[src/rtl/dsrp_pkg.sv]
package dsrp_pkg;

  localparam int STEPS_W   = 32;
  localparam int PULSE_W   = 31;
  localparam int ELAPSED_W = 32;
  localparam int USEC_W    = 20;
  localparam int RAMP_W    = 31;
  localparam int RATE_W    = 15;
  localparam int CFG_IDX_W = 3;
  localparam int CFG_DW    = 31;

  // configuration register indexes
  localparam logic [CFG_IDX_W-1:0] CFG_MODE  = 3'd0;
  localparam logic [CFG_IDX_W-1:0] CFG_CONST = 3'd1;
  localparam logic [CFG_IDX_W-1:0] CFG_INIT  = 3'd2;
  localparam logic [CFG_IDX_W-1:0] CFG_RAMP  = 3'd3;
  localparam logic [CFG_IDX_W-1:0] CFG_ACCEL = 3'd4;
  localparam logic [CFG_IDX_W-1:0] CFG_DECEL = 3'd5;

  typedef enum logic [1:0] {
    ACT_MOVE  = 2'd0,
    ACT_BRAKE = 2'd1,
    ACT_STOP  = 2'd2,
    ACT_TICK  = 2'd3
  } act_e;

  typedef enum logic [1:0] {
    MS_STOP   = 2'd0,
    MS_ACCEL  = 2'd1,
    MS_CRUISE = 2'd2,
    MS_DECEL  = 2'd3
  } ms_e;

  typedef enum logic [2:0] {
    OP_NONE  = 3'd0,
    OP_LATCH = 3'd1,
    OP_EXEC  = 3'd2,
    OP_MUL   = 3'd3,
    OP_DIVGO = 3'd4,
    OP_FIT   = 3'd5,
    OP_RESP  = 3'd6
  } op_e;

  typedef enum logic [1:0] {
    JOB_START1 = 2'd0,
    JOB_START2 = 2'd1,
    JOB_BRAKE  = 2'd2,
    JOB_PULSE  = 2'd3
  } job_e;

  typedef struct packed {
    op_e  op;
    job_e job;
  } cmd_t;

  typedef struct packed {
    act_e act;
    logic moving;
    ms_e  st;
    logic mode;
    logic fire;
    logic short_fit;
    logic div_done;
  } stat_t;

endpackage

[src/rtl/dual_stepper_ramp_pulse_generator.sv]
// stop, brake, plain moves and ticks: latch, execute, then respond once the output is free
// a tick that steps on a ramp and an early brake while accelerating run the shared
// one-bit-per-cycle divider once
// an accelerated move start runs it up to twice
// throughput: one item at a time, next item taken while the result waits
// reset: async active low, config to its defaults, motion stopped, direction forward
module dual_stepper_ramp_pulse_generator import dsrp_pkg::*; #(
  parameter int COUNT_WIDTH = 32
) (
  input  logic                 clk_i,
  input  logic                 rst_ni,
  // configuration writes
  input  logic                 cfg_we_i,
  input  logic [CFG_IDX_W-1:0] cfg_idx_i,
  input  logic [CFG_DW-1:0]    cfg_wdata_i,
  // command items
  input  logic                 in_valid_i,
  output logic                 in_ready_o,
  input  logic [1:0]           action_i,
  input  logic signed [STEPS_W-1:0] steps_i,
  input  logic                 rotate_i,
  // result items
  output logic                 out_valid_o,
  input  logic                 out_ready_i,
  output logic                 step_now_o,
  output logic                 left_dir_o,
  output logic                 right_dir_o,
  output logic                 moving_o,
  output logic [1:0]           motion_state_o,
  output logic [PULSE_W-1:0]   interval_us_o
);

  cmd_t  cmd;
  stat_t stat;

  // sequencer: latch, execute, optional multiply and divide, respond
  dsrp_ctrl u_ctrl (
    .clk_i       (clk_i),
    .rst_ni      (rst_ni),
    .in_valid_i  (in_valid_i),
    .in_ready_o  (in_ready_o),
    .out_valid_o (out_valid_o),
    .out_ready_i (out_ready_i),
    .stat_i      (stat),
    .cmd_o       (cmd)
  );

  // profile state, step counters, recurrence arithmetic and output register
  dsrp_dp #(.COUNT_WIDTH(COUNT_WIDTH)) u_dp (
    .clk_i          (clk_i),
    .rst_ni         (rst_ni),
    .cfg_we_i       (cfg_we_i),
    .cfg_idx_i      (cfg_idx_i),
    .cfg_wdata_i    (cfg_wdata_i),
    .action_i       (action_i),
    .steps_i        (steps_i),
    .rotate_i       (rotate_i),
    .cmd_i          (cmd),
    .stat_o         (stat),
    .step_now_o     (step_now_o),
    .left_dir_o     (left_dir_o),
    .right_dir_o    (right_dir_o),
    .moving_o       (moving_o),
    .motion_state_o (motion_state_o),
    .interval_us_o  (interval_us_o)
  );

  // an accepted item always needs at least the execute cycle
  a_busy_after_accept: assert property (@(posedge clk_i) disable iff (!rst_ni)
    in_valid_i && in_ready_o |=> !in_ready_o)
    else $error("ready right after accept");

  // a stopped result reports no remaining steps
  a_stop_not_moving: assert property (@(posedge clk_i) disable iff (!rst_ni)
    out_valid_o && motion_state_o == MS_STOP |-> !moving_o)
    else $error("stopped but moving");

  // any other motion state means steps remain
  a_motion_moving: assert property (@(posedge clk_i) disable iff (!rst_ni)
    out_valid_o && motion_state_o != MS_STOP |-> moving_o)
    else $error("motion without steps");

  // a result can only be replaced once it has been taken
  a_result_held: assert property (@(posedge clk_i) disable iff (!rst_ni)
    out_valid_o && !out_ready_i |=> out_valid_o && $stable(interval_us_o))
    else $error("result dropped");

endmodule

[src/rtl/dsrp_div.sv]
module dsrp_div #(
  parameter int DW = 50
) (
  input  logic          clk_i,
  input  logic          rst_ni,
  input  logic          start_i,
  input  logic [DW-1:0] dividend_i,
  input  logic [DW-1:0] divisor_i,
  output logic          done_o,
  output logic [DW-1:0] quo_o,
  output logic [DW-1:0] rem_o
);

  localparam int CNT_W = $clog2(DW + 1);

  logic             busy_q;
  logic             done_q;
  logic [CNT_W-1:0] cnt_q;
  logic [DW-1:0]    quo_q;
  logic [DW-1:0]    rem_q;
  logic [DW-1:0]    dvs_q;
  logic [DW:0]      shifted;
  logic [DW:0]      diff;
  logic             ge;

  // restoring, one quotient bit per cycle
  always_comb begin
    shifted = {rem_q, quo_q[DW-1]};
    diff    = shifted - {1'b0, dvs_q};
    ge      = !diff[DW];
  end

  always_ff @(posedge clk_i or negedge rst_ni) begin
    if (!rst_ni) begin
      busy_q <= 1'b0;
      done_q <= 1'b0;
      cnt_q  <= '0;
    end else if (start_i) begin
      busy_q <= 1'b1;
      done_q <= 1'b0;
      cnt_q  <= CNT_W'(DW);
    end else if (busy_q) begin
      cnt_q <= cnt_q - 1'b1;
      if (cnt_q == CNT_W'(1)) begin
        busy_q <= 1'b0;
        done_q <= 1'b1;
      end
    end else begin
      done_q <= 1'b0;
    end
  end

  always_ff @(posedge clk_i) begin
    if (start_i) begin
      quo_q <= dividend_i;
      rem_q <= '0;
      dvs_q <= divisor_i;
    end else if (busy_q) begin
      rem_q <= ge ? diff[DW-1:0] : shifted[DW-1:0];
      quo_q <= {quo_q[DW-2:0], ge};
    end
  end

  assign done_o = done_q;
  assign quo_o  = quo_q;
  assign rem_o  = rem_q;

endmodule

[src/rtl/dsrp_dp.sv]
module dsrp_dp import dsrp_pkg::*; #(
  parameter int COUNT_WIDTH = 32
) (
  input  logic                 clk_i,
  input  logic                 rst_ni,
  input  logic                 cfg_we_i,
  input  logic [CFG_IDX_W-1:0] cfg_idx_i,
  input  logic [CFG_DW-1:0]    cfg_wdata_i,
  input  logic [1:0]           action_i,
  input  logic [STEPS_W-1:0]   steps_i,
  input  logic                 rotate_i,
  input  cmd_t                 cmd_i,
  output stat_t                stat_o,
  output logic                 step_now_o,
  output logic                 left_dir_o,
  output logic                 right_dir_o,
  output logic                 moving_o,
  output logic [1:0]           motion_state_o,
  output logic [PULSE_W-1:0]   interval_us_o
);

  localparam int CW = COUNT_WIDTH;
  localparam int DW = CW + 18;
  localparam int MW = ((CW > STEPS_W) ? CW : STEPS_W) + 1;
  localparam int RW = CW + 4;
  localparam int NW = ((CW > PULSE_W) ? CW : PULSE_W) + 6;
  localparam int PW = CW + RATE_W;
  localparam logic [CW-1:0] COUNT_MAX = {CW{1'b1}};

  // configuration
  logic              mode_q;
  logic [USEC_W-1:0] const_q, init_q;
  logic [RAMP_W-1:0] ramp_q;
  logic [RATE_W-1:0] accel_q, decel_q;

  // latched item
  act_e               act_q;
  logic [STEPS_W-1:0] steps_q;
  logic               rot_q;

  // motion state
  logic [CW-1:0]        rem_q, rem_d, done_q, done_d;
  logic [CW-1:0]        cruise_q, cruise_d, brake_q, brake_d;
  logic [PULSE_W-1:0]   pulse_q, pulse_d;
  logic signed [RW-1:0] rmd_q, rmd_d;
  logic [ELAPSED_W-1:0] wait_q, wait_d, elapsed_q, elapsed_d;
  logic                 dir_q, dir_d, rotating_q, rotating_d;
  logic                 stepped_q, stepped_d;
  logic                 qneg_q, rneg_q, decp_q;
  logic [DW-1:0]        prod_q;

  logic                 out_step_q, out_ldir_q, out_rdir_q, out_moving_q;
  logic [1:0]           out_ms_q;
  logic [PULSE_W-1:0]   out_pulse_q;

  ms_e                  st;
  logic [RATE_W-1:0]    a_eff, d_eff;
  logic [RATE_W:0]      apd;
  logic                 neg;
  logic [STEPS_W-1:0]   mag;
  logic [MW-1:0]        mag_w, ramp_w, sum_w, rem_w;
  logic [CW-1:0]        mag_sat, ramp_sat, sum_sat, left;
  logic [ELAPSED_W-1:0] elapsed_inc;
  logic                 fire;
  logic [CW-1:0]        done_inc;
  logic [CW-1:0]        mul_a;
  logic [RATE_W-1:0]    mul_b;
  logic [PW-1:0]        prod_w;
  logic signed [NW-1:0] num;
  logic [NW-1:0]        num_mag;
  logic                 dec;
  logic [CW+2:0]        den_mag;
  logic                 div_start;
  logic [DW-1:0]        div_a, div_b, quo, rmd_raw;
  logic                 div_done;
  logic [CW-1:0]        q_sat;
  logic signed [DW+1:0] qs, diff;
  logic [PULSE_W-1:0]   pulse_fit;
  logic signed [RW-1:0] rs;
  logic                 short_fit;

  always_comb begin
    if (rem_q == '0)             st = MS_STOP;
    else if (rem_q <= brake_q)   st = MS_DECEL;
    else if (done_q <= cruise_q) st = MS_ACCEL;
    else                         st = MS_CRUISE;
  end

  always_comb begin
    a_eff    = (accel_q == '0) ? RATE_W'(1) : accel_q;
    d_eff    = (decel_q == '0) ? RATE_W'(1) : decel_q;
    apd      = (RATE_W+1)'(a_eff) + (RATE_W+1)'(d_eff);
    neg      = steps_q[STEPS_W-1];
    mag      = neg ? (~steps_q + 1'b1) : steps_q;
    mag_w    = MW'(mag);
    ramp_w   = MW'(ramp_q);
    sum_w    = MW'(rem_q) + MW'(steps_q[STEPS_W-2:0]);
    rem_w    = MW'(rem_q);
    mag_sat  = (mag_w > MW'(COUNT_MAX)) ? COUNT_MAX : mag_w[CW-1:0];
    ramp_sat = (ramp_w > MW'(COUNT_MAX)) ? COUNT_MAX : ramp_w[CW-1:0];
    sum_sat  = (sum_w > MW'(COUNT_MAX)) ? COUNT_MAX : sum_w[CW-1:0];
    left     = (mag_w >= rem_w) ? '0 : CW'(rem_w - mag_w);
    elapsed_inc = (elapsed_q != '1) ? elapsed_q + 1'b1 : elapsed_q;
    fire     = elapsed_inc > wait_q;
    done_inc = (done_q == COUNT_MAX) ? done_q : done_q + 1'b1;
    short_fit = ((CW+1)'(cruise_q) + (CW+1)'(brake_q)) > (CW+1)'(rem_q);
  end

  // product for the ramp fitting and early braking
  always_comb begin
    case (cmd_i.job)
      JOB_START1: begin mul_a = cruise_q; mul_b = a_eff; end
      JOB_START2: begin mul_a = rem_q;    mul_b = d_eff; end
      default:    begin mul_a = done_q;   mul_b = a_eff; end
    endcase
    prod_w = PW'(mul_a) * PW'(mul_b);
  end

  // divider operands for the recurrence and the ramp fits, signs handled outside the divider
  always_comb begin
    num     = $signed((NW'(pulse_q) << 1)) + NW'(rmd_q);
    num_mag = num[NW-1] ? NW'(-num) : NW'(num);
    dec     = (st == MS_DECEL);
    den_mag = dec ? ((CW+3)'({rem_q, 2'b00}) - 1'b1) : ((CW+3)'({done_q, 2'b00}) + 1'b1);
    div_start = (cmd_i.op == OP_DIVGO);
    case (cmd_i.job)
      JOB_PULSE:  begin div_a = DW'(num_mag); div_b = DW'(den_mag); end
      JOB_START2: begin div_a = prod_q;       div_b = DW'(apd);     end
      default:    begin div_a = prod_q;       div_b = DW'(d_eff);   end
    endcase
  end

  dsrp_div #(.DW(DW)) u_div (
    .clk_i      (clk_i),
    .rst_ni     (rst_ni),
    .start_i    (div_start),
    .dividend_i (div_a),
    .divisor_i  (div_b),
    .done_o     (div_done),
    .quo_o      (quo),
    .rem_o      (rmd_raw)
  );

  always_comb begin
    q_sat = (|quo[DW-1:CW]) ? COUNT_MAX : quo[CW-1:0];
    qs    = qneg_q ? -((DW+2)'(quo)) : (DW+2)'(quo);
    diff  = $signed((DW+2)'(pulse_q)) - qs;
    if (diff[DW+1])            pulse_fit = '0;
    else if (|diff[DW:PULSE_W]) pulse_fit = '1;
    else                       pulse_fit = diff[PULSE_W-1:0];
    rs    = rneg_q ? -$signed(rmd_raw[RW-1:0]) : $signed(rmd_raw[RW-1:0]);
  end

  always_comb begin
    rem_d      = rem_q;
    done_d     = done_q;
    cruise_d   = cruise_q;
    brake_d    = brake_q;
    pulse_d    = pulse_q;
    rmd_d      = rmd_q;
    wait_d     = wait_q;
    elapsed_d  = elapsed_q;
    dir_d      = dir_q;
    rotating_d = rotating_q;
    stepped_d  = stepped_q;
    case (cmd_i.op)
      OP_LATCH: stepped_d = 1'b0;
      OP_EXEC: begin
        case (act_q)
          ACT_MOVE: begin
            if (rem_q == '0) begin
              dir_d      = !neg;
              rotating_d = rot_q;
              elapsed_d  = '0;
              wait_d     = '0;
              rem_d      = mag_sat;
              done_d     = '0;
              rmd_d      = '0;
              if (mode_q) begin
                cruise_d = ramp_sat;
                pulse_d  = PULSE_W'(init_q);
              end else begin
                cruise_d = '0;
                brake_d  = '0;
                pulse_d  = PULSE_W'(const_q);
              end
            end else if (st == MS_ACCEL || st == MS_CRUISE) begin
              rotating_d = rot_q;
              if (!neg) rem_d = sum_sat;
              else      rem_d = (left > brake_q) ? left : brake_q;
            end
          end
          ACT_BRAKE: begin
            if (st == MS_CRUISE) rem_d = brake_q;
          end
          ACT_STOP: rem_d = '0;
          ACT_TICK: begin
            if (rem_q == '0) begin
              wait_d    = '0;
              elapsed_d = '0;
            end else if (fire) begin
              stepped_d = 1'b1;
              rem_d     = rem_q - 1'b1;
              done_d    = done_inc;
              elapsed_d = '0;
              wait_d    = (pulse_q == '0) ? ELAPSED_W'(1) : ELAPSED_W'(pulse_q);
            end else begin
              elapsed_d = elapsed_inc;
            end
          end
          default: ;
        endcase
      end
      OP_FIT: begin
        case (cmd_i.job)
          JOB_START1: brake_d = q_sat;
          JOB_START2: begin
            cruise_d = quo[CW-1:0];
            brake_d  = rem_q - quo[CW-1:0];
          end
          JOB_BRAKE: rem_d = q_sat;
          JOB_PULSE: begin
            pulse_d = pulse_fit;
            if (decp_q)                rmd_d = rs;
            else if (done_q < cruise_q) rmd_d = rs;
            else                       rmd_d = '0;
          end
          default: ;
        endcase
      end
      default: ;
    endcase
  end

  always_ff @(posedge clk_i or negedge rst_ni) begin
    if (!rst_ni) begin
      mode_q     <= 1'b0;
      const_q    <= USEC_W'(1000);
      init_q     <= USEC_W'(10000);
      ramp_q     <= '0;
      accel_q    <= RATE_W'(1000);
      decel_q    <= RATE_W'(1000);
      rem_q      <= '0;
      done_q     <= '0;
      cruise_q   <= '0;
      brake_q    <= '0;
      pulse_q    <= '0;
      rmd_q      <= '0;
      wait_q     <= '0;
      elapsed_q  <= '0;
      dir_q      <= 1'b1;
      rotating_q <= 1'b0;
      stepped_q  <= 1'b0;
    end else begin
      if (cfg_we_i) begin
        case (cfg_idx_i)
          CFG_MODE:  mode_q  <= cfg_wdata_i[0];
          CFG_CONST: const_q <= cfg_wdata_i[USEC_W-1:0];
          CFG_INIT:  init_q  <= cfg_wdata_i[USEC_W-1:0];
          CFG_RAMP:  ramp_q  <= cfg_wdata_i[RAMP_W-1:0];
          CFG_ACCEL: accel_q <= cfg_wdata_i[RATE_W-1:0];
          CFG_DECEL: decel_q <= cfg_wdata_i[RATE_W-1:0];
          default: ;
        endcase
      end
      rem_q      <= rem_d;
      done_q     <= done_d;
      cruise_q   <= cruise_d;
      brake_q    <= brake_d;
      pulse_q    <= pulse_d;
      rmd_q      <= rmd_d;
      wait_q     <= wait_d;
      elapsed_q  <= elapsed_d;
      dir_q      <= dir_d;
      rotating_q <= rotating_d;
      stepped_q  <= stepped_d;
    end
  end

  always_ff @(posedge clk_i) begin
    if (cmd_i.op == OP_LATCH) begin
      act_q   <= act_e'(action_i);
      steps_q <= steps_i;
      rot_q   <= rotate_i;
    end
    if (cmd_i.op == OP_MUL) prod_q <= DW'(prod_w);
    if (cmd_i.op == OP_DIVGO) begin
      qneg_q <= num[NW-1] ^ dec;
      rneg_q <= num[NW-1];
      decp_q <= dec;
    end
    if (cmd_i.op == OP_RESP) begin
      out_step_q   <= stepped_q;
      out_ldir_q   <= dir_q;
      out_rdir_q   <= dir_q ^ rotating_q;
      out_moving_q <= (rem_q != '0);
      out_ms_q     <= st;
      out_pulse_q  <= pulse_q;
    end
  end

  always_comb begin
    stat_o.act       = act_q;
    stat_o.moving    = (rem_q != '0);
    stat_o.st        = st;
    stat_o.mode      = mode_q;
    stat_o.fire      = fire;
    stat_o.short_fit = short_fit;
    stat_o.div_done  = div_done;
  end

  assign step_now_o     = out_step_q;
  assign left_dir_o     = out_ldir_q;
  assign right_dir_o    = out_rdir_q;
  assign moving_o       = out_moving_q;
  assign motion_state_o = out_ms_q;
  assign interval_us_o  = out_pulse_q;

endmodule

[src/rtl/dsrp_ctrl.sv]
module dsrp_ctrl import dsrp_pkg::*; (
  input  logic  clk_i,
  input  logic  rst_ni,
  input  logic  in_valid_i,
  output logic  in_ready_o,
  output logic  out_valid_o,
  input  logic  out_ready_i,
  input  stat_t stat_i,
  output cmd_t  cmd_o
);

  typedef enum logic [8:0] {
    S_IDLE  = 9'b000000001,
    S_EXEC  = 9'b000000010,
    S_PCHK  = 9'b000000100,
    S_MUL   = 9'b000001000,
    S_DIVGO = 9'b000010000,
    S_WAIT  = 9'b000100000,
    S_FIT   = 9'b001000000,
    S_CHK   = 9'b010000000,
    S_RESP  = 9'b100000000
  } state_e;

  state_e state_q, state_d;
  job_e   job_q, job_d;
  logic   out_valid_q, out_valid_d;
  logic   resp_go;

  always_comb begin
    state_d   = state_q;
    job_d     = job_q;
    cmd_o.op  = OP_NONE;
    cmd_o.job = job_q;
    resp_go   = 1'b0;
    case (state_q)
      S_IDLE: begin
        if (in_valid_i) begin
          cmd_o.op = OP_LATCH;
          state_d  = S_EXEC;
        end
      end
      S_EXEC: begin
        cmd_o.op = OP_EXEC;
        state_d  = S_RESP;
        case (stat_i.act)
          ACT_MOVE: begin
            if (!stat_i.moving && stat_i.mode) begin
              job_d   = JOB_START1;
              state_d = S_MUL;
            end
          end
          ACT_BRAKE: begin
            if (stat_i.st == MS_ACCEL) begin
              job_d   = JOB_BRAKE;
              state_d = S_MUL;
            end
          end
          ACT_TICK: begin
            if (stat_i.moving && stat_i.fire && stat_i.mode) begin
              job_d   = JOB_PULSE;
              state_d = S_PCHK;
            end
          end
          default: ;
        endcase
      end
      S_PCHK: begin
        if (stat_i.st == MS_ACCEL || stat_i.st == MS_DECEL) state_d = S_DIVGO;
        else                                                  state_d = S_RESP;
      end
      S_MUL: begin
        cmd_o.op = OP_MUL;
        state_d  = S_DIVGO;
      end
      S_DIVGO: begin
        cmd_o.op = OP_DIVGO;
        state_d  = S_WAIT;
      end
      S_WAIT: begin
        if (stat_i.div_done) state_d = S_FIT;
      end
      S_FIT: begin
        cmd_o.op = OP_FIT;
        state_d  = (job_q == JOB_START1) ? S_CHK : S_RESP;
      end
      S_CHK: begin
        if (stat_i.short_fit) begin
          job_d   = JOB_START2;
          state_d = S_MUL;
        end else begin
          state_d = S_RESP;
        end
      end
      S_RESP: begin
        if (!out_valid_q || out_ready_i) begin
          cmd_o.op = OP_RESP;
          resp_go  = 1'b1;
          state_d  = S_IDLE;
        end
      end
      default: state_d = S_IDLE;
    endcase
  end

  always_comb begin
    if (resp_go)          out_valid_d = 1'b1;
    else if (out_ready_i) out_valid_d = 1'b0;
    else                  out_valid_d = out_valid_q;
  end

  always_ff @(posedge clk_i or negedge rst_ni) begin
    if (!rst_ni) begin
      state_q     <= S_IDLE;
      job_q       <= JOB_START1;
      out_valid_q <= 1'b0;
    end else begin
      state_q     <= state_d;
      job_q       <= job_d;
      out_valid_q <= out_valid_d;
    end
  end

  assign in_ready_o  = (state_q == S_IDLE);
  assign out_valid_o = out_valid_q;

endmodule

[config.mk]
export PLATFORM = sky130hd
export DESIGN_NAME = dual_stepper_ramp_pulse_generator
export DESIGN_NICKNAME = d
export VERILOG_FILES = /design/src/rtl/dsrp_pkg.sv /design/src/rtl/dual_stepper_ramp_pulse_generator.sv /design/src/rtl/dsrp_div.sv /design/src/rtl/dsrp_dp.sv /design/src/rtl/dsrp_ctrl.sv
export SDC_FILE = /design/constraint.sdc
export NUM_CORES = 2
export LEC_CHECK = 0
export BUFFER_PORTS_ARGS = -buffer_cell sky130_fd_sc_hd__clkbuf_2
export CAP_MARGIN = 10
export CORE_MARGIN = 1
export CORE_UTILIZATION = 25
export CTS_BUF_LIST = sky130_fd_sc_hd__clkbuf_4 sky130_fd_sc_hd__clkbuf_8 sky130_fd_sc_hd__clkbuf_16
export CTS_CLUSTER_SIZE = 40
export DETAILED_ROUTE_END_ITERATION = 12
export GPL_TIMING_DRIVEN = 0
export PLACE_DENSITY_LB_ADDON = 0.25
export REMOVE_ABC_BUFFERS = 1
export SLEW_MARGIN = 20
export SYNTH_ARGS = -nofsm -noshare
export SYNTH_HDL_FRONTEND = slang
export SYNTH_SLANG_ARGS = --single-unit
[constraint.sdc]
create_clock -name clk_i -period 8.4 [get_ports clk_i]
set_input_delay 1.68 -clock clk_i [delete_from_list [all_inputs] [get_ports clk_i]]
set_output_delay 1.68 -clock clk_i [all_outputs]
set_load 0.005 [all_outputs]
==> results.env <==
RESULT_OF_THE_RUN='complete, no violations'
CTS_TREE='built'
SKEW_NS=0.0263
PRE_CTS_WS_NS=-1.48
NUMBER_OF_ANTENNA_VIOLATIONS_AT_THE_FIRST_CHECK_IN_GLOBAL_ROUTING=21
FINAL-HOLD-VIOLATION-COUNT=0
CP_DATA_REQUIRED_TIME_NS=8.77
FINALWIRELENGTH_MM=263
TIMING_WORST_SETUP_PATH_TYPE='reg2reg'
YOSYS_WARNINGS=0
HOLD_PATH_CLASS='reg2reg'
STARTING_DENSITY_PCT=25.2
CLK-INSERTION-DELAY-LATE_NS=0.72
PORT-BUFFER-COUNT=112
DRT-WIRELENGTH-PER-CELL_UM=23.7
MAX_CLOCK_FREQ_GHz=0.119
GRT_MAX_DEGREE=86
DIE_HEIGHT_UM=512
AREA_SHARE_OF_THE_LEADING_CELL_TYPE_IN_THE_SYNTHESIZED_NETLIST_PCT=13.8
COUNT_OF_FLIP_FLOPS_WITH_A_BUILT_IN_ENABLE_AFTER_SYNTHESIS=207
CLK_ROOT_BUFFER_CELL='sky130_fd_sc_hd__clkbuf_16'
YS_TYPES=91
POWER.IR.VDD_WORST_mV=0.450
CLOCKBUFFERDEPTH=3
GROUTE.USAGE.OVERALL_PCT=19.6
POWER_DENSITY_mW_PER_MM2=367
FLOORPLAN.DIE_AREA_MM2=0.262
CORE_AREA_MM2=0.258
SYNTHTOLAYOUTAREAGROWTH_PCT=14.9
DRT-INITIAL-DRC-COUNT=4999
PART_OF_THE_TOTAL_POWER_DISSIPATED_IN_COMBINATIONAL_LOGIC_PCT=68.5
POWER_FRAC_SEQ_PCT=17.6
POSTLAYOUTSETUPSLACKWORST_NS=0.00723
DETAILROUTE.VIA_COUNT=58000
CLOCK_TREE.HTREE_LEVEL_COUNT=3
ANT_NETS=0
WORST_SETUP_PATH_END_KIND='register'
FINAL_CORE_UTILIZATION_PCT=29.0
POWER.STATIC_LEAKAGE_nW=32.4
CTS.SINKS=640
POST-ROUTE-PERIOD-UTIL_PCT=99.9
FILLCELLCOUNT=27300
CP_MAX_FO=9
INTPOWER_mW=13.0
GRT_PASS1_WL_MM=385
DRC=0
POST-ROUTE-MIN-PERIOD_NS=8.39
POWER.SHARE.SWITCHING_PCT=52.4
DRV_CAP=0
GRT_PASS1_VIAS=57400
PLACE.DETAILED.HPWL_MM=210
DOMINANTREGCELLSYNTH='sky130_fd_sc_hd__dfrtp_1'
SLEW_HEADROOM_PCT=23.5
POST_SYNTH_MAIN_AREA_CONTRIBUTORS='sky130_fd_sc_hd__dfrtp_1, sky130_fd_sc_hd__fa_1, sky130_fd_sc_hd__ha_1, sky130_fd_sc_hd__edfxtp_1, sky130_fd_sc_hd__nand2_1'
DIE_W_UM=512
FIRST_PASS_ITERS=6
POWER.CLOCK.FRACTION_PCT=14.0
SYNTH_CELLS=7668
SWITCHING_POWER_mW=14.4
TIGHTESTPINTRANSITION_NS=1.12
NETS=8645
DRV_SLEW=0
POST_ROUTE_CELLS_DRIVE_ABOVE_1_SHARE_PCT=10.2
FINALSETUPVIOLATIONS=0
SEQUENTIAL_FRACTION_OF_THE_SYNTHESIS_AREA_PCT=25.9
WORSTPATHARRIVAL_NS=8.76
YS_ASYNC_SR_FRACTION_PCT=59.8
CP-START-KIND='register'
MAPPED_CELL_AREA_MM2=0.0650
YS_SEQ_ELEMENTS=640
PLACE_CONGESTION=0.935
SYNTH_TOP_AREA_CELL='sky130_fd_sc_hd__dfrtp_1'
IO_PINS=113
POSTSYNTHAREAPERCELL_UM2=8.48
CTS-HOLD-FIX-BUFFERS=0
DETAIL_ROUTE.VIAS_PER_CELL=5.23
GLOBAL_ROUTE.OVERFLOW_TOTAL=0
CTS.REPORTEDPATHS.CLKPINSLEW_NS=0.06
NUMCTSBUFFERS=82
ROWS=186
==> cell usage after synthesis (27+ instances only) <==
cell                         n
sky130_fd_sc_hd__nand2_1   849
sky130_fd_sc_hd__inv_1     730
sky130_fd_sc_hd__nor2_1    716
sky130_fd_sc_hd__ha_1      524
sky130_fd_sc_hd__o21ai_0   508
sky130_fd_sc_hd__a21oi_1   486
sky130_fd_sc_hd__fa_1      396
sky130_fd_sc_hd__dfrtp_1   358
sky130_fd_sc_hd__clkbuf_1  331
sky130_fd_sc_hd__xnor2_1   296
sky130_fd_sc_hd__edfxtp_1  207
sky130_fd_sc_hd__xor2_1    201
sky130_fd_sc_hd__a21o_1    175
sky130_fd_sc_hd__nor3_1    145
sky130_fd_sc_hd__nand3_1   119
sky130_fd_sc_hd__mux2i_1   117
sky130_fd_sc_hd__mux2_2    108
sky130_fd_sc_hd__nand4_1   106
sky130_fd_sc_hd__nor4_1     90
sky130_fd_sc_hd__o21a_1     87
sky130_fd_sc_hd__and3_1     84
sky130_fd_sc_hd__or3_1      71
sky130_fd_sc_hd__a211oi_1   69
sky130_fd_sc_hd__nand2b_1   67
sky130_fd_sc_hd__o31ai_1    58
sky130_fd_sc_hd__a31oi_1    57
sky130_fd_sc_hd__nor2b_1    54
sky130_fd_sc_hd__dfxtp_1    50
sky130_fd_sc_hd__o22ai_1    40
sky130_fd_sc_hd__and2_1     38
sky130_fd_sc_hd__o211ai_1   38
sky130_fd_sc_hd__o21bai_1   38
sky130_fd_sc_hd__or4_1      38
sky130_fd_sc_hd__o221ai_1   32
sky130_fd_sc_hd__o41ai_1    27
==> metal layers <==
metal	vias up	share of wire, %	track usage [%]
met5	-	0.024	0
met4	12	3.7	7.00
met3	415	6.2	2.34
li1	26700	-	-
met1	29100	44	26.6
met2	1879	46	31.9
==> layout by cell type (no fill, tap or decap), drive strengths merged, types with 40 or more instances in the layout <==
cell / n
nand4: 106
nand2: 850
mux2i: 117
mux2: 108
dfrtp: 358
nor2: 716
o21ai: 530
xor2: 201
clkbuf: 216
nand2b: 67
nor2b: 54
ha: 524
a31oi: 57
a21o: 175
fa: 396
and3: 84
buf: 149
nor3: 146
edfxtp: 207
nor4: 90
xnor2: 298
or3: 72
a21oi: 486
dfxtp: 50
or4: 42
o22ai: 40
inv: 732
o21a: 87
o31ai: 58
a211oi: 70
nand3: 119
==> logic make-up (layout without fill, tap and decap cells) <==
| family | Yosys count | count (layout) | share of synthesized area [%] |
|---|---|---|---|
| DFF | 640 | 640 | 25.9 |
| AOI/OAI and AO/OA | 1814 | 1814 | 17.4 |
| other | 0 | 2 | 0 |
| buffers and inverters | 1096 | 1146 | 6.36 |
| and+or+nand+nor | 2474 | 2474 | 17.7 |
| adders and majority gates | 920 | 920 | 22.3 |
| xor gates and xnor gates | 499 | 499 | 6.76 |
| muxes | 225 | 225 | 3.67 |
==> through the flow <==
stage	instances	power, mW	instance area [um2]	hold slack, ns	TNS [ns]
floorplan	7305	15.3	63600	0.425	-134.88
global placement	10800	20.9	68400	0.466	-2554.82
detailed placement	10900	22.3	70500	0.471	-57.75
CTS	11100	26.9	74000	0.478	-0.00384
global route	11100	29.4	74700	0.498	-0.164
finish	11100	27.4	74700	0.470	0
==> worst paths after layout <==
kind,cells after the start,slack (ns),startpoint,end
hold reg to reg,0,0.47,u_dp.stepped_q,u_dp.step_now_o
setup / recovery,22,0.007,u_ctrl.job_q[0],u_dp.prod_q[28]
min in group asynchronous,1,0.93,rst_ni,u_dp.rem_q[29]
hold / removal,0,0.47,u_dp.stepped_q,u_dp.step_now_o
setup reg to reg,22,0.007,u_ctrl.job_q[0],u_dp.prod_q[28]
max in group asynchronous,3,6.19,rst_ni,u_dp.mode_q
==> critical path: stages, from the launching register on <==
cell and delay [ns]:
sky130_fd_sc_hd__dfrtp_4 0.57, sky130_fd_sc_hd__buf_4 0.17, sky130_fd_sc_hd__mux2i_2 0.62, sky130_fd_sc_hd__o21a_1 0.72
sky130_fd_sc_hd__nor2_1 0.11, sky130_fd_sc_hd__fa_1 0.50, sky130_fd_sc_hd__inv_1 0.05, sky130_fd_sc_hd__fa_1 0.47
sky130_fd_sc_hd__inv_1 0.05, sky130_fd_sc_hd__fa_1 0.52, sky130_fd_sc_hd__fa_1 0.44, sky130_fd_sc_hd__fa_1 0.54
sky130_fd_sc_hd__inv_1 0.06, sky130_fd_sc_hd__fa_1 0.53, sky130_fd_sc_hd__inv_1 0.05, sky130_fd_sc_hd__ha_1 0.36
sky130_fd_sc_hd__a21o_1 0.18, sky130_fd_sc_hd__a21oi_1 0.15, sky130_fd_sc_hd__nor2b_1 0.08, sky130_fd_sc_hd__or4_1 0.45
sky130_fd_sc_hd__a311oi_4 0.42, sky130_fd_sc_hd__nor2_1 0.13, sky130_fd_sc_hd__xor2_1 0.83
==> power by group through the flow <==
stage | clock, mW | sequential (mW) | combinational, mW
after detailed placement | 0 | 4.87 | 17.5
after global placement | 0 | 4.97 | 15.9
after CTS | 3.91 | 4.80 | 18.2
after floorplan | 0 | 4.49 | 10.8
after global routing | 4.01 | 4.86 | 20.5
final | 3.83 | 4.81 | 18.8
==> what timing repair did <==
item                                    4_1_cts  5_1_grt
endpoints found under the setup margin       62       50
gates resized for setup                      82       86
cloned                                        0        1
buffers inserted                             33       28
endpoints found under the hold margin         0        0
pin swaps                                     9       22
==> registers in the layout, summed over array words and instances, names as in the netlist, 32 cells and up <==
register	cells
u_dp.brake_q	32
u_dp.cruise_q	32
u_dp.done_q	32
u_dp.elapsed_q	32
u_dp.prod_q	47
u_dp.rem_q	32
u_dp.rmd_q	36
u_dp.steps_q	32
u_dp.u_div.dvs_q	35
u_dp.u_div.quo_o	50
u_dp.u_div.rem_o	50
==> area by class of cell <==
| type | count | area, um2 | area share, % |
|---|---|---|---|
| multi-input cells | 5932 | 45200 | 60.6 |
| flip-flops and latches | 640 | 16800 | 22.6 |
| well taps | 3384 | 4230 | 5.67 |
| inverters | 733 | 2760 | 3.70 |
| repair buffers | 262 | 2750 | 3.68 |
| clock buffers | 103 | 2300 | 3.08 |
| clock inverters | 48 | 541 | 0.724 |
| diodes | 2 | 5.00 | 0.00670 |
(Power assumes the default switching activity.)
